[config.mk]
export PLATFORM = sky130hd
export DESIGN_NAME = esp3_packet_deframer_core
export DESIGN_NICKNAME = d
export VERILOG_FILES = /design/src/hw/rtl/esp3d_pkg.sv /design/src/hw/rtl/esp3d_parser.sv /design/src/hw/rtl/esp3_packet_deframer_core.sv
export SDC_FILE = /design/constraint.sdc
export NUM_CORES = 1
export LEC_CHECK = 0
export BUFFER_PORTS_ARGS = -buffer_cell sky130_fd_sc_hd__buf_2
export CAP_MARGIN = 20
export CORE_AREA = 5 5 157 159
export DETAILED_ROUTE_END_ITERATION = 16
export DIE_AREA = 0 0 162 164
export GPL_ROUTABILITY_DRIVEN = 1
export PLACE_DENSITY = 0.78
export REMOVE_ABC_BUFFERS = 1
export SYNTH_ARGS = -nofsm -noshare
export SYNTH_HDL_FRONTEND = slang
export SYNTH_SLANG_ARGS = --single-unit
[constraint.sdc]
create_clock -name clk -period 3.7 [get_ports clk]
set_clock_uncertainty 0.2 [all_clocks]
set_input_delay 0 -clock clk [delete_from_list [all_inputs] [get_ports clk]]
set_output_delay 0 -clock clk [all_outputs]
set_load 0.05 [all_outputs]
[src/hw/rtl/esp3d_pkg.sv]
// Shared types, constants and helper functions for the serial packet deframer.
// Used by esp3d_parser and esp3_packet_deframer_core; depends on nothing else.
`default_nettype none

package esp3d_pkg;

    // Byte values with a fixed meaning on the link.
    localparam logic [7:0] SyncByte = 8'h55;
    localparam logic [7:0] CrcPoly  = 8'h07;
    localparam logic [7:0] CharCr   = 8'd13;
    localparam logic [7:0] CharLf   = 8'd10;

    // A good header produces the longest burst: six bytes as hex pairs.
    localparam int HdrBytes = 6;
    localparam int JobChars = 2 * HdrBytes;
    localparam int CntW     = $clog2(JobChars + 1);

    // Frame length counters.
    localparam int LenW = 17;

    // Configuration port geometry: one 32-bit register at byte address 0.
    localparam int AddrW = 3;
    localparam int DataW = 32;
    localparam logic RegBinaryMode = 1'b0;

    // The burst of characters that one received byte gives rise to.
    typedef struct packed {
        logic [CntW-1:0]          cnt;
        logic [JobChars-1:0][7:0] chars;
        logic                     char_valid;
        logic                     eom;
    } job_t;

    // One CRC-8 byte step, polynomial 0x07, no reflection.
    function automatic logic [7:0] crc8_step(input logic [7:0] crc, input logic [7:0] data);
        logic [7:0] c;
        c = crc ^ data;
        for (int k = 0; k < 8; k++)
        begin
            if (c[7])
                c = {c[6:0], 1'b0} ^ CrcPoly;
            else
                c = {c[6:0], 1'b0};
        end
        return c;
    endfunction

    // Upper-case hex ASCII digit for one nibble.
    function automatic logic [7:0] hex_char(input logic [3:0] nib);
        logic [7:0] r;
        if (nib < 4'd10)
            r = 8'h30 + {4'h0, nib};
        else
            r = 8'h37 + {4'h0, nib};
        return r;
    endfunction

endpackage

`default_nettype wire

[src/hw/rtl/esp3d_parser.sv]
// Frame state machine: sync hunt, header capture and check, payload count.
// Depends on esp3d_pkg; gives the character burst for the byte at its input.
`default_nettype none

module esp3d_parser
(
    input  wire logic           clk,
    input  wire logic           rst_n,
    input  wire logic           step,
    input  wire logic           binary_mode,
    input  wire logic [7:0]     rx_byte,
    output esp3d_pkg::job_t     job
);

    import esp3d_pkg::*;

    localparam logic [2:0] ST_SYNC    = 3'd0;
    localparam logic [2:0] ST_LEN_H   = 3'd1;
    localparam logic [2:0] ST_LEN_L   = 3'd2;
    localparam logic [2:0] ST_OPT     = 3'd3;
    localparam logic [2:0] ST_TYPE    = 3'd4;
    localparam logic [2:0] ST_CHECK   = 3'd5;
    localparam logic [2:0] ST_PAYLOAD = 3'd6;

    logic [2:0]      state_reg, state_next;
    logic [7:0]      len_h_reg, len_h_next;
    logic [7:0]      len_l_reg, len_l_next;
    logic [7:0]      opt_reg,   opt_next;
    logic [7:0]      type_reg,  type_next;
    logic [7:0]      chk_reg,   chk_next;
    logic [LenW-1:0] rcv_reg,   rcv_next;
    logic [LenW-1:0] exp_reg,   exp_next;

    logic [7:0]      crc;
    logic [LenW-1:0] rcv_inc;
    logic            last;
    logic [HdrBytes-1:0][7:0] hdr;

    // Header check over the four buffered header bytes.
    assign crc = crc8_step(crc8_step(crc8_step(crc8_step(8'h00, len_h_reg), len_l_reg),
                                     opt_reg), type_reg);

    // Payload counting: the frame ends after data, optional data and check byte.
    assign rcv_inc = rcv_reg + LenW'(1);
    assign last    = {1'b0, rcv_inc} >= ({1'b0, exp_reg} + (LenW+1)'(1));

    assign hdr = {rx_byte, type_reg, opt_reg, len_l_reg, len_h_reg, SyncByte};

    // Next state and the burst of characters for this byte.
    always_comb
    begin
        state_next = state_reg;
        len_h_next = len_h_reg;
        len_l_next = len_l_reg;
        opt_next   = opt_reg;
        type_next  = type_reg;
        chk_next   = chk_reg;
        rcv_next   = rcv_reg;
        exp_next   = exp_reg;
        job        = '0;

        if (!binary_mode)
        begin
            // Line mode: carriage return dropped, line feed ends the line.
            if (rx_byte == CharLf)
            begin
                job.cnt = CntW'(1);
                job.eom = 1'b1;
            end
            else if (rx_byte != CharCr)
            begin
                job.cnt        = CntW'(1);
                job.chars[0]   = rx_byte;
                job.char_valid = 1'b1;
            end
        end
        else
        begin
            unique case (state_reg)
                ST_LEN_H:
                begin
                    len_h_next = rx_byte;
                    state_next = ST_LEN_L;
                end
                ST_LEN_L:
                begin
                    len_l_next = rx_byte;
                    state_next = ST_OPT;
                end
                ST_OPT:
                begin
                    opt_next   = rx_byte;
                    state_next = ST_TYPE;
                end
                ST_TYPE:
                begin
                    type_next  = rx_byte;
                    state_next = ST_CHECK;
                end
                ST_CHECK:
                begin
                    chk_next = rx_byte;
                    if (crc == rx_byte)
                    begin
                        // Good header: all six header bytes go out as hex pairs.
                        job.cnt        = CntW'(JobChars);
                        job.char_valid = 1'b1;
                        for (int i = 0; i < HdrBytes; i++)
                        begin
                            job.chars[2*i]   = hex_char(hdr[i][7:4]);
                            job.chars[2*i+1] = hex_char(hdr[i][3:0]);
                        end
                        rcv_next   = '0;
                        exp_next   = {1'b0, len_h_reg, len_l_reg} + {9'h000, opt_reg};
                        state_next = ST_PAYLOAD;
                    end
                    // Bad header: resynchronise on the earliest buffered sync byte.
                    else if (len_h_reg == SyncByte)
                    begin
                        len_h_next = len_l_reg;
                        len_l_next = opt_reg;
                        opt_next   = type_reg;
                        type_next  = rx_byte;
                        state_next = ST_CHECK;
                    end
                    else if (len_l_reg == SyncByte)
                    begin
                        len_h_next = opt_reg;
                        len_l_next = type_reg;
                        opt_next   = rx_byte;
                        state_next = ST_TYPE;
                    end
                    else if (opt_reg == SyncByte)
                    begin
                        len_h_next = type_reg;
                        len_l_next = rx_byte;
                        state_next = ST_OPT;
                    end
                    else if (type_reg == SyncByte)
                    begin
                        len_h_next = rx_byte;
                        state_next = ST_LEN_L;
                    end
                    else if (rx_byte == SyncByte)
                        state_next = ST_LEN_H;
                    else
                        state_next = ST_SYNC;
                end
                ST_PAYLOAD:
                begin
                    rcv_next       = rcv_inc;
                    job.cnt        = CntW'(2);
                    job.char_valid = 1'b1;
                    job.eom        = last;
                    job.chars[0]   = hex_char(rx_byte[7:4]);
                    job.chars[1]   = hex_char(rx_byte[3:0]);
                    if (last)
                        state_next = ST_SYNC;
                end
                default:
                begin
                    // Sync hunt, and the unused code which behaves the same.
                    if (rx_byte == SyncByte)
                        state_next = ST_LEN_H;
                    else
                        state_next = ST_SYNC;
                end
            endcase
        end
    end

    // Framing state only moves on binary-mode bytes.
    always_ff @(posedge clk or negedge rst_n)
    begin
        if (!rst_n)
        begin
            state_reg <= ST_SYNC;
            len_h_reg <= '0;
            len_l_reg <= '0;
            opt_reg   <= '0;
            type_reg  <= '0;
            chk_reg   <= '0;
            rcv_reg   <= '0;
            exp_reg   <= '0;
        end
        else if (step && binary_mode)
        begin
            state_reg <= state_next;
            len_h_reg <= len_h_next;
            len_l_reg <= len_l_next;
            opt_reg   <= opt_next;
            type_reg  <= type_next;
            chk_reg   <= chk_next;
            rcv_reg   <= rcv_next;
            exp_reg   <= exp_next;
        end
    end

endmodule

`default_nettype wire

[src/hw/rtl/esp3_packet_deframer_core.sv]
// A byte waits in the input register until its burst moves into the result register.
// Throughput: one byte per ready cycle when it gives at most one character, otherwise one
// byte per burst; a good header gives twelve characters and a payload byte two.
// The result register drains one character per ready cycle and overlaps the next byte.
// Reset (rst_n, asynchronous, active low): sync hunt, binary mode, buffers empty.
`default_nettype none

module esp3_packet_deframer_core
(
    input  wire logic                         clk,
    input  wire logic                         rst_n,
    // Receive stream.
    input  wire logic                         s_axis_tvalid,
    output wire logic                         s_axis_tready,
    input  wire logic [7:0]                   s_axis_tdata,   // [7:0] rx_byte
    // Character stream.
    output wire logic                         m_axis_tvalid,
    input  wire logic                         m_axis_tready,
    output wire logic [7:0]                   m_axis_tdata,   // [7:0] out_char
    output wire logic                         m_axis_tuser,   // [0] char_valid
    output wire logic                         m_axis_tlast,   // end_of_message
    // Configuration port.
    input  wire logic                         psel,
    input  wire logic                         penable,
    input  wire logic                         pwrite,
    input  wire logic [esp3d_pkg::AddrW-1:0]  paddr,
    input  wire logic [esp3d_pkg::DataW-1:0]  pwdata,
    output wire logic [esp3d_pkg::DataW-1:0]  prdata,
    output wire logic                         pready
);

    import esp3d_pkg::*;

    logic                     mode_reg;
    logic                     in_vld_reg;
    logic [7:0]               in_byte_reg;
    logic [CntW-1:0]          cnt_reg;
    logic [JobChars-1:0][7:0] chars_reg;
    logic                     cval_reg;
    logic                     eom_reg;

    logic  out_free;
    logic  adv;
    logic  pop;
    logic  cfg_wr;
    job_t  job;

    // Configuration register access.
    assign pready = 1'b1;
    assign cfg_wr = psel && penable && pwrite && (paddr[2] == RegBinaryMode);
    assign prdata = (paddr[2] == RegBinaryMode) ? {{(DataW-1){1'b0}}, mode_reg} : '0;

    always_ff @(posedge clk or negedge rst_n)
    begin
        if (!rst_n)
            mode_reg <= 1'b1;
        else if (cfg_wr)
            mode_reg <= pwdata[0];
    end

    // Handshake: the input register moves on as the result register frees up.
    assign pop           = m_axis_tvalid && m_axis_tready;
    assign out_free      = (cnt_reg == '0) || ((cnt_reg == CntW'(1)) && m_axis_tready);
    assign adv           = in_vld_reg && out_free;
    assign s_axis_tready = !in_vld_reg || out_free;

    always_ff @(posedge clk or negedge rst_n)
    begin
        if (!rst_n)
            in_vld_reg <= 1'b0;
        else if (s_axis_tvalid && s_axis_tready)
            in_vld_reg <= 1'b1;
        else if (adv)
            in_vld_reg <= 1'b0;
    end

    always_ff @(posedge clk)
    begin
        if (s_axis_tvalid && s_axis_tready)
            in_byte_reg <= s_axis_tdata;
    end

    esp3d_parser u_parser
    (
        .clk         (clk),
        .rst_n       (rst_n),
        .step        (adv),
        .binary_mode (mode_reg),
        .rx_byte     (in_byte_reg),
        .job         (job)
    );

    // Result register: loaded whole with the burst, shifted out one character per ready cycle.
    always_ff @(posedge clk or negedge rst_n)
    begin
        if (!rst_n)
            cnt_reg <= '0;
        else if (adv)
            cnt_reg <= job.cnt;
        else if (pop)
            cnt_reg <= cnt_reg - CntW'(1);
    end

    always_ff @(posedge clk)
    begin
        if (adv)
        begin
            chars_reg <= job.chars;
            cval_reg  <= job.char_valid;
            eom_reg   <= job.eom;
        end
        else if (pop)
            chars_reg <= {8'h00, chars_reg[JobChars-1:1]};
    end

    assign m_axis_tvalid = (cnt_reg != '0);
    assign m_axis_tdata  = chars_reg[0];
    assign m_axis_tuser  = cval_reg;
    assign m_axis_tlast  = eom_reg && (cnt_reg == CntW'(1));

    // The burst never runs past the longest one.
    a_cnt_bound: assert property (@(posedge clk) disable iff (!rst_n)
        cnt_reg <= CntW'(JobChars))
        else $error("character count beyond burst length");

    // Taking a character that is not the last of its burst leaves the next one shown.
    a_burst_cont: assert property (@(posedge clk) disable iff (!rst_n)
        pop && (cnt_reg > CntW'(1)) |=> m_axis_tvalid)
        else $error("burst broke off early");

    // Only the line-end marker carries no character, and it always ends a message.
    a_end_only: assert property (@(posedge clk) disable iff (!rst_n)
        m_axis_tvalid && !m_axis_tuser |-> m_axis_tlast)
        else $error("empty item that does not end a message");

    // A byte waiting in the input register moves on whenever the burst is done.
    a_advance: assert property (@(posedge clk) disable iff (!rst_n)
        in_vld_reg && (cnt_reg == '0) |-> s_axis_tready)
        else $error("input stalled with an empty result register");

endmodule

`default_nettype wire

# [After elaboration in Yosys (flattened, before gate mapping)]
# Cells that the tools add are included.
[word_totals] in_bits=50 output_inout_bits=45 elab_cells=236 regBits=181
[op_classes] n_bitwise=36 n_mux=90 order_cmp=11 addsub=24 reduce_logical=28 n_eq_ne=22
[ops] op="$mux W8" n=24
[ops] op="$mux W96" n=2
[ops] op="$add A6 B4 Y7 const A" n=20
[ops] op="$mux W3" n=37
[ops] op="$mux W101" n=1
[ops] op="$not A3 Y3" n=32
[ops] op="$mux W88" n=1
[ops] op="$mux W80" n=1
[ops] op="$pmux W17 S2" n=2
[ops] op="$pmux W8 S2" n=4
[ops] op="$eq A8 B7 Y1 const B" n=5
[ops] op="$lt A4 B4 Y1 const B" n=10
[ops] op="$xor A8 B8 Y8" n=3
[ops] op="$reduce_and A5 Y1" n=4
[ops] op="$add A17 B1 Y18 const B" n=1
[ops] op="$ge A17 B18 Y1" n=1
[ops] op="$mux W9" n=2
[ops] op="$pmux W3 S6" n=1
[ops] op="$add A16 B8 Y17" n=1
[ops] op="$add A17 B1 Y17 const B" n=1
[ops] op="$mux W17" n=1
[ops] op="$mux W4" n=4
[ops] op="$reduce_bool A2 Y1" n=7
[ops] op="$mux W10" n=1
[ops] op="24 further kinds" n=45

# [Logic depth before layout (Yosys ltp)]
# Gate-level depths: netlist of the first run.
[depth] ltp_word=72 depth_mapped=16 ltp_nobuf=16

# [Modules after synthesis]
# From an unflattened synthesis of the first run, not the netlist that was laid out.
[hier_totals] cells_unflattened=1376 hier_area_um2=12423.2
[by_module_without_submodules] module="esp3d_parser" instances=1 area_per_inst_um2=7393.3 seq_area_each_um2=1726.7 cells_per_inst=893
[by_module_without_submodules] module="esp3_packet_deframer_core" instances=1 area_per_inst_um2=5029.8 seq_area_each_um2=3334.4 cells_per_inst=483

# [Least setup slack after synthesis of the first run]
# OpenSTA, ideal clock, no wires.
[synth_path] path_kind="reg-to-reg" start="reg u_parser.len_h_reg[6]" end="reg u_parser.type_reg[2]" t_required_ns=3.375 setup_ns=0.125 n_path_buf=1 period_less_slack_ns=4.074 setup_slack_ns=-0.374 path_stages_with_launch=13 arrival_time_ns=3.749 cell_sequence="dfrtp_1 > inv_1 > ha_1 > xnor3_1 > xnor2_2 > xor3_2 > xnor3_1 > or3_1 > a22oi_2 > o211a_1 > buf_4 > a21o_1 > mux2_2"
[synth_via] elab_chain_cells=26 word_cells_on_any_way=59 classes_between="eq/ne (4); mux (27); bitwise (27); reduce/logical (1)"
[synth_rtl] element="from (decl)" line_no="esp3d_parser.sv:26" source="logic [7:0] len_h_reg, len_h_next;"
[synth_rtl] element="from (signal assigned)" line_no="esp3d_parser.sv:189" source="len_h_reg <= len_h_next;"
[synth_rtl] element="$mux W3" line_no="esp3d_pkg.sv:40" source="if (c[7])"
[synth_rtl] element="$not A3 Y3 (no line)"
[synth_rtl] element="$mux W3" line_no="esp3d_pkg.sv:40"
[synth_rtl] element="$not A3 Y3 (no line)"
[synth_rtl] element="$mux W3" line_no="esp3d_pkg.sv:40"
[synth_rtl] element="$xor A8 B8 Y8" line_no="esp3d_pkg.sv:37" source="c = crc ^ data;"
[synth_rtl] element="$mux W3" line_no="esp3d_pkg.sv:40"
[synth_rtl] element="$not A3 Y3 (no line)"
[synth_rtl] element="(+10 left out)"
[synth_rtl] element="$mux W3" line_no="esp3d_pkg.sv:40"
[synth_rtl] element="$not A3 Y3 (no line)"
[synth_rtl] element="$mux W3" line_no="esp3d_pkg.sv:40"
[synth_rtl] element="$not A3 Y3 (no line)"
[synth_rtl] element="$mux W3" line_no="esp3d_pkg.sv:40"
[synth_rtl] element="$eq A8 B8 Y1" line_no="esp3d_parser.sv:103" source="if (crc == rx_byte)"
[synth_rtl] element="$ne A2 B2 Y1 (no line)"
[synth_rtl] element="$reduce_and A5 Y1 (no line) (*)"
[synth_rtl] element="to (signal assigned)" line_no="esp3d_parser.sv:192" source="type_reg <= type_next;"
[synth_rtl] element="to (decl)" line_no="esp3d_parser.sv:29" source="logic [7:0] type_reg, type_next;"
# Every way passes the cells marked *; elsewhere a longest branch is shown, timed or not.
# A chain may end at the register's enable or synchronous reset.

# [Final worst setup path of the first run]
[layout_path] start="reg u_parser.len_h_reg[6]" end="reg chars_reg[17] (netlist bit) (data pin)"
[layout_via] elab_chain_cells=28 word_cells_on_any_way=61 classes_between="order compare (1); eq/ne (1); mux (32); bitwise (27)"
[layout_rtl] element="$mux W3" line_no="esp3d_pkg.sv:40"
[layout_rtl] element="$not A3 Y3 (no line)"
[layout_rtl] element="$mux W3" line_no="esp3d_pkg.sv:40"
[layout_rtl] element="$not A3 Y3 (no line)"
[layout_rtl] element="$mux W3" line_no="esp3d_pkg.sv:40"
[layout_rtl] element="$xor A8 B8 Y8" line_no="esp3d_pkg.sv:37"
[layout_rtl] element="$mux W3" line_no="esp3d_pkg.sv:40"
[layout_rtl] element="$not A3 Y3 (no line)"
[layout_rtl] element="(+12 left out)"
[layout_rtl] element="$mux W3" line_no="esp3d_pkg.sv:40"
[layout_rtl] element="$not A3 Y3 (no line)"
[layout_rtl] element="$mux W3" line_no="esp3d_pkg.sv:40"
[layout_rtl] element="$eq A8 B8 Y1" line_no="esp3d_parser.sv:103"
[layout_rtl] element="$mux W101 (*)" line_no="esp3d_parser.sv:103"
[layout_rtl] element="$mux W80 (*)" line_no="esp3d_parser.sv:79" source="unique case (state_reg)"
[layout_rtl] element="$mux W88 (*)" line_no="esp3d_parser.sv:62" source="if (!binary_mode)"
[layout_rtl] element="$mux W96 (*)" line_no="esp3_packet_deframer_core.sv:106" source="if (adv)"
[layout_rtl] element="to (signal assigned)" line_no="esp3_packet_deframer_core.sv:108" source="chars_reg <= job.chars;"
[layout_rtl] element="to (signal assigned)" line_no="esp3_packet_deframer_core.sv:113" source="chars_reg <= {8'h00, chars_reg[JobChars-1:1]};"
[layout_rtl] element="to (decl)" line_no="esp3_packet_deframer_core.sv:38" source="logic [JobChars-1:0][7:0] chars_reg;"
# Marked as above.

==> impl_metrics.json, run 1 <==
{
  "seqPwrFrac_pct": 19.1,
  "drive_gt1_share_pct": 27.1,
  "arrival_ps": 4040,
  "start_kind": "flip-flop",
  "pwr-share-clk_pct": 10.6,
  "grt_use_total_pct": 25.0,
  "placed_area_um2": 12300,
  "rsz0062_at_grt": "true",
  "die_x_um": 162,
  "grt_max_degree": 86,
  "finalCritPeriodShare_pct": 107,
  "die_y_um": 164,
  "dp_hpwl_mm": 21.7,
  "async_flop_share_pct": 44.1,
  "diodes": 0,
  "multi_input_comb_area_um2": 6670,
  "core.rowCount": 56,
  "seq_area_um2": 4730,
  "cts_root_buf": "clkbuf_16",
  "cp-startpoint": "u_parser.len_h_reg[6]",
  "max_freq_mhz": 253,
  "synth_ff_type": "edfxtp_1",
  "antenna_found_initial": 0,
  "setup_violations": 150,
  "power_density_nw_per_um2": 1210,
  "cap_viol_max_count": 0,
  "peakVddDrop_mv": 1.54,
  "relSlewSlack_pct": 32.7,
  "grt_pass1_wl_mm": 51.6,
  "io_buffers": 29,
  "wl_mm": 33.4,
  "p_comb_share_pct": 70.3,
  "die_area_um2": 26600,
  "r2r-start": "u_parser.len_h_reg[6]",
  "p_int_uw": 9960,
  "viasPerCell": 6.04,
  "avgRoutedWirePerCell_um": 21.2,
  "setup_ws_ps": -253,
  "drtIter0Drc": 1006,
  "fillers": 1728,
  "overflow": 0,
  "design_area_um2": 14100,
  "vias": 9510,
  "synthCells": 1152,
  "worst_pin_slew_ps": 1010,
  "dpl_worst_slack_ps": -487,
  "synth_area_per_cell_um2": 9.96,
  "outcome": "complete, but fails checks",
  "synth-edff-count": 95,
  "ys_seq_elements": 170,
  "final_hold_viol_count": 0,
  "cts_tree": "done",
  "switchingPower_uw": 7180,
  "critPathKind": "flip-flop to flip-flop",
  "synth.distinct_cells": 74,
  "cp-end-kind": "flip-flop",
  "yosysSeqAreaShare_pct": 41.2,
  "yosys_warnings": 0,
  "ios": 95,
  "hp-class": "input port to flip-flop",
  "drc": 0,
  "start_util_pct": 49.6,
  "p_leak_uw": 0.00603,
  "syn_area_um2": 11500,
  "clock_latency_ps": 450,
  "largest_register_ff_count": 77,
  "final_common_cell": "nand2_1",
  "drt_pass1_iterations": 6,
  "drtAntennaViolNets": 0,
  "finalNetCount": 1386,
  "syn_to_final_growth_pct": 23.2,
  "place.gp.congestion": 0.937,
  "grt_pass1_vias": 9384,
  "htree_levels": 4,
  "slew_viol_final": 0,
  "failed_checks": "negative setup slack",
  "min_from": "s_axis_tdata[0]",
  "cp.required_ps": 3790,
  "path_clk_slew_ps": 80,
  "netSwitchingFraction_pct": 41.9,
  "period_needed_ps": 3950,
  "path_max_fanout": 13,
  "numCtsBuffers": 17,
  "clockBufferDepth": 2,
  "final_cell_mix": "nand2_1, buf_4, edfxtp_1",
  "power_uw": 17100,
  "clock_sinks": 170,
  "fin_util_pct": 61.1,
  "coreArea_um2": 23100
}
[layer usage]
metal	track usage [%]	up-vias	part of all wire (%)
met2	41.3	476	49
met5	0	-	0
met1	30.4	4610	39
li1	-	4283	-
met4	14.3	0	5.6
met3	5.37	141	7.1
[cells by family (layout without fill, tap and decap cells)]
| group | count (synthesis) | count (layout) | synth area share [%] |
|---|---|---|---|
| adders and majority gates | 65 | 65 | 7.15 |
| AOI/OAI and AO/OA | 304 | 304 | 17.7 |
| xor gates and xnor gates | 117 | 117 | 12.3 |
| buffers and inverters | 157 | 258 | 7.17 |
| DFF | 170 | 170 | 41.2 |
| muxes | 22 | 22 | 1.96 |
| and+or+nand+nor | 315 | 316 | 12.4 |
| other | 2 | 32 | 0.0654 |
[through the flow]
stage	cells	TNS, ps	hold WS, ps
floorplan	1073	-133660	-496
global placement	1496	-30190	-23.8
detailed placement	1496	-42280	-21.9
CTS	1568	-8980	47.0
global route	1574	-35580	49.4
finish	1574	-22060	50.7
[Yosys cell counts (4+ instances only)]
library cell | instances | area, um^2
a31oi_1 | 14 | 87.6
clkbuf_1 | 49 | 184
a221oi_1 | 4 | 35.0
xnor2_1 | 61 | 534
o21ai_2 | 30 | 263
buf_6 | 7 | 78.8
xor2_1 | 27 | 236
o31ai_1 | 9 | 67.6
a21oi_1 | 59 | 295
nor3_1 | 11 | 55.1
nand4_1 | 8 | 50.1
a22o_1 | 25 | 219
a21boi_0 | 4 | 30.0
and3_1 | 11 | 68.8
o211ai_1 | 12 | 90.1
o21ai_0 | 70 | 350
dfrtp_1 | 74 | 1850
mux2_2 | 4 | 45.0
a22oi_1 | 7 | 52.6
nor2b_1 | 9 | 56.3
nor2_1 | 67 | 251
nand3_1 | 28 | 140
o22ai_1 | 8 | 50.1
inv_1 | 47 | 176
nand2_1 | 146 | 548
nand4b_1 | 4 | 35.0
ha_1 | 64 | 801
mux2i_1 | 18 | 180
a32o_1 | 6 | 60.1
o22a_1 | 8 | 70.1
buf_4 | 46 | 345
a21o_1 | 12 | 90.1
xnor3_1 | 21 | 473
edfxtp_1 | 95 | 2850
o21ai_1 | 16 | 80.1
buf_2 | 6 | 30.0
nand2b_1 | 7 | 43.8
[path summary, 6_finish.rpt]
kind	to	slack [ps]	cells past startpoint
min in group asynchronous	in_vld_reg	330	3
setup reg to reg	chars_reg[17]	-250	13
max in group asynchronous	u_parser.len_h_reg[1]	2360	4
hold reg to reg	chars_reg[52]	320	2
setup / recovery	chars_reg[17]	-250	13
hold / removal	in_byte_reg[0]	50	2
[power by group through the flow]
stage	Sequential, uW	Combinational [uW]	Clock, uW
2_1_floorplan	3460	6750	0
3_3_place_gp	3240	9830	0
3_5_place_dp	3270	10000	0
4_1_cts	3240	10900	1820
5_1_grt	3330	12700	1900
6_report	3270	12100	1810
[area by class of cell]
type / instances / area share (%)
Clock buffer: 17 / 3.01
Clock inverter: 15 / 1.19
Inverter: 48 / 1.28
Multi-Input combinational cell: 856 / 47.2
Sequential cell: 170 / 33.5
Tap cell: 290 / 2.57
Timing Repair Buffer: 178 / 11.3
[critical path, cell delays in order, from the launching register on]
cell	delay, ps
dfrtp_1	370
inv_2	60
buf_6	120
ha_4	250
xnor3_2	310
xnor2_4	230
xnor3_2	490
xor3_1	390
or3_1	330
a22oi_2	180
o211a_4	290
nand2_8	140
buf_12	220
o21ai_2	190
[what timing repair did]
| action | in CTS | in global routing |
|---|---|---|
| pin swaps | 55 | 34 |
| hold buffers | 14 | 1 |
| setup endpoints to repair | 150 | 151 |
| hold endpoints to repair | 95 | 20 |
| cloned | 8 | 2 |
| buffers inserted | 21 | 10 |
| gates resized for setup | 120 | 83 |
(Power assumes the default switching activity.)
==> inputs of run 2 (changes only) <==
--- a/config.mk
+++ b/config.mk
@@ -11,6 +11,7 @@
 export DETAILED_ROUTE_END_ITERATION = 16
 export DIE_AREA = 0 0 162 164
 export GPL_ROUTABILITY_DRIVEN = 1
+export GPL_TIMING_DRIVEN = 0
 export PLACE_DENSITY = 0.78
 export REMOVE_ABC_BUFFERS = 1
 export SYNTH_ARGS = -nofsm -noshare
==> run 2 against run 1 <==
  * The flow still finishes with violations (negative setup slack)
  * Hold slack worse by 7.8 ps
  * Worst setup slack lost 39 ps
  * Count of clock-buffer cells in the layout unchanged
  * Sequential share of layout area rose by 0.83 points
  * Non-clock buffer count down 63
  * Flip-flop and latch count is the same
  * Critical endpoint is now chars_reg[30]
==> impl_metrics.json, run 2 (synthesis gave the netlist of run 1 again) <==
{
  "r2r_end": "chars_reg[30]",
  "grt_pass1_vias": 9103,
  "clockBufferDepth": 2,
  "cts_root_buf": "clkbuf_16",
  "io_buffers": 29,
  "grt_use_total_pct": 24.0,
  "r2r_cells": 12,
  "seq_area_um2": 4750,
  "finalNetCount": 1325,
  "diodes": 0,
  "grt_max_degree": 87,
  "die_y_um": 164,
  "avgRoutedWirePerCell_um": 22.4,
  "period_needed_ps": 3990,
  "worst_pin_slew_ps": 1030,
  "die_area_um2": 26600,
  "start_util_pct": 49.6,
  "ios": 95,
  "cts_tree": "done",
  "max_freq_mhz": 250,
  "fillers": 1721,
  "drc": 0,
  "critPathKind": "flip-flop to flip-flop",
  "finalCritPeriodShare_pct": 108,
  "clock_latency_ps": 450,
  "fin_util_pct": 59.8,
  "drive_gt1_share_pct": 23.6,
  "wl_mm": 33.9,
  "hold_path_depth": 2,
  "dp_hpwl_mm": 19.1,
  "largest_register_ff_count": 77,
  "dpl_worst_slack_ps": -1540,
  "placed_cells": 1400,
  "vias": 9458,
  "path_max_fanout": 7,
  "core.rowCount": 56,
  "outcome": "complete, but fails checks",
  "htree_levels": 4,
  "drtIter0Drc": 1377,
  "numCtsBuffers": 17,
  "reg2reg_slack_ps": -290,
  "setup_violations": 149,
  "cp.required_ps": 3810,
  "relSlewSlack_pct": 30.6,
  "drt_pass1_iterations": 6,
  "failed_checks": "negative setup slack",
  "hp-class": "input port to flip-flop",
  "final_cell_mix": "nand2_1, edfxtp_1, ha_1, dfrtp_1, nor2_1",
  "clock_sinks": 170,
  "cp-end-kind": "flip-flop",
  "hold_end": "in_byte_reg[2]",
  "rsz0062_at_grt": "true",
  "coreArea_um2": 23100,
  "arrival_ps": 4110,
  "path_clk_slew_ps": 90,
  "cap_viol_max_count": 0,
  "final_hold_viol_count": 0,
  "antenna_found_initial": 0,
  "place.gp.congestion": 0.902,
  "viasPerCell": 6.25,
  "start_kind": "flip-flop",
  "grt_pass1_wl_mm": 49.8,
  "fin_cells": 1513,
  "holdWs_ps": 43.0,
  "cp-startpoint": "u_parser.len_h_reg[6]",
  "drtAntennaViolNets": 0,
  "slowest_delay_ps": 460,
  "setup_ws_ps": -292,
  "overflow": 0,
  "slew_viol_final": 0,
  "multi_input_comb_area_um2": 6670,
  "crit_chain": "buf_4 > xnor2_2 > xnor3_1 > xnor3_2 > xnor3_1 > or3_1 > a22oi_2 > o211a_4 > nand2_8 > buf_4 > clkbuf_16 > o21ai_2",
  "die_x_um": 162,
  "min_from": "s_axis_tdata[2]",
  "syn_to_final_growth_pct": 20.5,
  "final_common_cell": "nand2_1",
  "r2r-start": "u_parser.len_h_reg[6]",
  "cpMaxStageDelayCell": "xnor3_1"
}
[run 2: cell types whose count changed in the layout (fill, tap and decap cells not counted), moves of 7 or more]
| cell | before | now |
|---|---|---|
| dfrtp_1 | 72 | 61 |
| buf_4 | 97 | 32 |
| dfrtp_2 | 2 | 13 |
| buf_16 | 1 | 8 |
| nand2_2 | 15 | 7 |
[run 2: area by class of cell]
type	instances	area share (%)
Clock inverter	15	1.48
Timing Repair Buffer	115	8.89
Inverter	48	1.40
Tap cell	290	2.62
Sequential cell	170	34.3
Multi-Input combinational cell	858	48.2
Clock buffer	17	3.07
[run 2: worst max-delay path by stage]
stage / end / slack, ps / cells past startpoint
6_report: chars_reg[30] / -290 / 12
2_1_floorplan: u_parser.exp_reg[16] / -1340 / 11
3_5_place_dp: u_parser.exp_reg[4] / -1540 / 12
3_3_place_gp: chars_reg[43] / -3180 / 10
5_1_grt: chars_reg[35] / -340 / 12
4_1_cts: chars_reg[56] / -150 / 12
[run 2: what timing repair did]
| item | CTS | global route |
|---|---|---|
| setup buffers | 37 | 14 |
| gates resized for setup | 107 | 80 |
| pin swaps | 46 | 33 |
| hold endpoints to repair | 96 | 0 |
| hold buffers | 16 | 0 |
| endpoints found under the setup margin | 151 | 150 |
| gates cloned | 8 | 5 |
[run 2: layer usage]
layer	track usage (%)	wire length, um
met5	0	0
met4	11.0	1780
met3	6.35	3490
met2	40.1	16500
met1	29.3	12200
[run 2: through the flow]
step / cell area, um^2 / TNS [ps]
5_1_grt: 13800 / -37860
2_1_floorplan: 10900 / -133660
3_3_place_gp: 11500 / -418090
6_report: 13800 / -30620
3_5_place_dp: 11600 / -166290
4_1_cts: 13300 / -12900
[run 2: critical path, delay by kind of cell, from the launching register on]
family | cells | cell delay (ps)
flip-flops | 1 | 440
AO/OA/AOI/OAI | 3 | 640
buffers and inverters | 3 | 510
AND/OR/NAND/NOR | 2 | 540
XOR/XNOR | 4 | 1520
Power of run 2 is not shown: default switching activity piles up to over one toggle a cycle in this logic, so the estimate is an artifact.
==> inputs of run 3 (changes only) <==
--- a/config.mk
+++ b/config.mk
@@ -5,11 +5,12 @@
 export SDC_FILE = /design/constraint.sdc
 export NUM_CORES = 1
 export LEC_CHECK = 0
+export ABC_AREA = 1
 export BUFFER_PORTS_ARGS = -buffer_cell sky130_fd_sc_hd__buf_2
 export CAP_MARGIN = 20
-export CORE_AREA = 5 5 157 159
+export CORE_AREA = 5 5 160 162
 export DETAILED_ROUTE_END_ITERATION = 16
-export DIE_AREA = 0 0 162 164
+export DIE_AREA = 0 0 165 167
 export GPL_ROUTABILITY_DRIVEN = 1
 export GPL_TIMING_DRIVEN = 0
 export PLACE_DENSITY = 0.78
==> run 3 against run 2 <==
  * Maximum frequency fell by 0.55%
  * Hold slack got worse by 48 ps
  * Die area rose by 3.7%
  * Non-clock buffer count fell by 5
  * Register-to-register slack got worse by 20 ps
  * Area after synthesis rose by 4.7%
  * The flow finishes with violations (negative hold slack, negative setup slack)
  * Critical path depth rose by 21
  * Core utilization rose by 1.6 points
  * Global-route usage rose by 1.1 points
  * Flip-flop and latch count did not move
==> impl_metrics.json, run 3 <==
{
  "final_cell_mix": "nand2_1, inv_1, nand3_1",
  "synthCells": 1580,
  "synth_top_area_share_pct": 23.7,
  "cp.required_ps": 3800,
  "grt_use_total_pct": 25.1,
  "place.gp.congestion": 0.940,
  "fillers": 1965,
  "path_max_fanout": 6,
  "syn_area_um2": 12000,
  "path_clk_slew_ps": 70,
  "cpMaxStageDelayCell": "dfrtp_2",
  "grt_pass1_wl_mm": 54.3,
  "synth_top_area_cell": "edfxtp_1",
  "critPathKind": "flip-flop to flip-flop",
  "yosys-mux-area-fraction_pct": 0,
  "diodes": 0,
  "drive_gt1_share_pct": 23.1,
  "yosys_warnings": 0,
  "r2r_end": "chars_reg[51]",
  "avgRoutedWirePerCell_um": 18.4,
  "wl_mm": 36.7,
  "slowest_delay_ps": 450,
  "drt_pass1_iterations": 8,
  "clock_latency_ps": 440,
  "coreArea_um2": 24000,
  "start_util_pct": 50.1,
  "numCtsBuffers": 17,
  "max_freq_mhz": 249,
  "r2r-start": "u_parser.len_h_reg[3]",
  "cts_root_buf": "clkbuf_16",
  "vias": 11300,
  "failed_checks": "negative hold slack, negative setup slack",
  "slew_viol_final": 0,
  "clock_sinks": 170,
  "ys_seq_elements": 170,
  "path_buf_inv": 7,
  "dp_hpwl_mm": 23.9,
  "outcome": "complete, but fails checks",
  "drtIter0Drc": 1450,
  "min_from": "m_axis_tready",
  "clockBufferDepth": 2,
  "overflow": 0,
  "drtAntennaViolNets": 0,
  "core.rowCount": 57,
  "async_flop_share_pct": 44.1,
  "hold_path_depth": 7,
  "synth-edff-count": 95,
  "holdWs_ps": -4.58,
  "reg2reg_slack_ps": -310,
  "die_area_um2": 27600,
  "largest_register_ff_count": 77,
  "r2r_cells": 33,
  "synth_area_leaders": "edfxtp_1, nand2_1, dfrtp_1, ha_1, nand3_1",
  "grt_pass1_vias": 10300,
  "synth_ff_type": "edfxtp_1",
  "setup_tns_ps": -34330,
  "worst_pin_slew_ps": 1180,
  "hold_end": "cnt_reg[0]",
  "relSlewSlack_pct": 21.1,
  "viasPerCell": 5.69,
  "crit_family": "simple AND/OR/NAND/NOR gates",
  "io_buffers": 29,
  "yosysSeqAreaShare_pct": 39.4,
  "seq_area_um2": 4740,
  "synth.most_common_cell": "nand2_1",
  "period_needed_ps": 4010,
  "cts_tree": "done",
  "final_common_cell": "nand2_1",
  "synth_area_per_cell_um2": 7.60,
  "htree_levels": 4,
  "drc": 0,
  "multi_input_comb_area_um2": 7220,
  "synth_compound_area_share_pct": 11.4,
  "arrival_ps": 4110,
  "yosys.area_share.adder_pct": 6.83,
  "cp-end-kind": "flip-flop",
  "hp-class": "input port to flip-flop",
  "rsz0062_at_grt": "true",
  "grt_max_degree": 58,
  "synth_top_cells_by_count": "nand2_1, nand3_1, inv_1, o21ai_0, edfxtp_1",
  "syn_to_final_growth_pct": 22.6,
  "die_x_um": 165,
  "synth_xor_area_share_pct": 4.60,
  "synth_simple_gate_area_share_pct": 28.2,
  "setup_ws_ps": -315,
  "finalNetCount": 1769,
  "final_hold_viol_count": 1,
  "ios": 95,
  "synth_top_family_by_area": "simple AND/OR/NAND/NOR gates",
  "die_y_um": 167,
  "synth.distinct_cells": 47,
  "fin_util_pct": 61.5,
  "antenna_found_initial": 0,
  "setup_violations": 149,
  "cap_viol_max_count": 0,
  "finalCritPeriodShare_pct": 109,
  "start_kind": "flip-flop"
}
==> run 3: worst max-delay path by stage <==
stage	from	to	slack (ps)	cells past startpoint
after floorplan	cnt_reg[0]	u_parser.len_l_reg[0]	-870	14
after global placement	cnt_reg[1]	m_axis_tdata[3]	-1990	10
after detailed placement	u_parser.len_h_reg[2]	chars_reg[17]	-1260	30
after CTS	u_parser.len_h_reg[3]	chars_reg[17]	-250	31
after global routing	u_parser.len_h_reg[6]	chars_reg[59]	-460	31
final	u_parser.len_h_reg[3]	chars_reg[51]	-310	33
==> run 3: metal layers <==
metal	wire [um]	global-route usage, %	vias to the layer above
met5	0	0	-
met4	1380	9.11	0
met3	3370	5.07	120
met2	17600	40.1	581
met1	14400	33.8	5308
li1	-	-	5316
==> run 3: worst register-to-register path, delay by kind of cell (launching register included) <==
family / cells / cell delay, ps
simple gates: 25 / 2180
buf+inv: 7 / 750
fa+ha+maj: 1 / 290
flops: 1 / 450
==> run 3: cell type report <==
type | instances | area share, %
clock buffer | 17 | 2.89
multi-input combinational | 1188 | 49.0
timing repair buffer | 110 | 7.60
clock inverter | 15 | 1.18
sequential | 170 | 32.2
inverter | 167 | 4.41
tap | 324 | 2.75
==> run 3: per-stage QoR <==
stage          cell area (um^2)  setup slack (ps)  instances
2_1_floorplan             11600              -866       1522
3_3_place_gp              12200             -1990       1875
3_5_place_dp              12300             -1260       1884
4_1_cts                   13900              -247       1973
5_1_grt                   14700              -465       1991
6_report                  14700              -315       1991
==> run 3: repair_timing <==
action / CTS / global route
hold buffers: 17 / 0
endpoints found under the setup margin: 151 / 151
buffers inserted: 32 / 16
cloned: 8 / 1
gates resized for setup: 135 / 165
hold endpoints to repair: 85 / 0
pin swaps: 35 / 69
==> run 3: logic make-up after synthesis <==
| group | Yosys count |
|---|---|
| and+or+nand+nor | 787 |
| buffers and inverters | 255 |
| AOI/OAI and AO/OA | 241 |
| DFF | 170 |
| adders and majority gates | 65 |
| xor gates and xnor gates | 60 |
| other | 2 |
Power of run 3 is left out for the same reason.
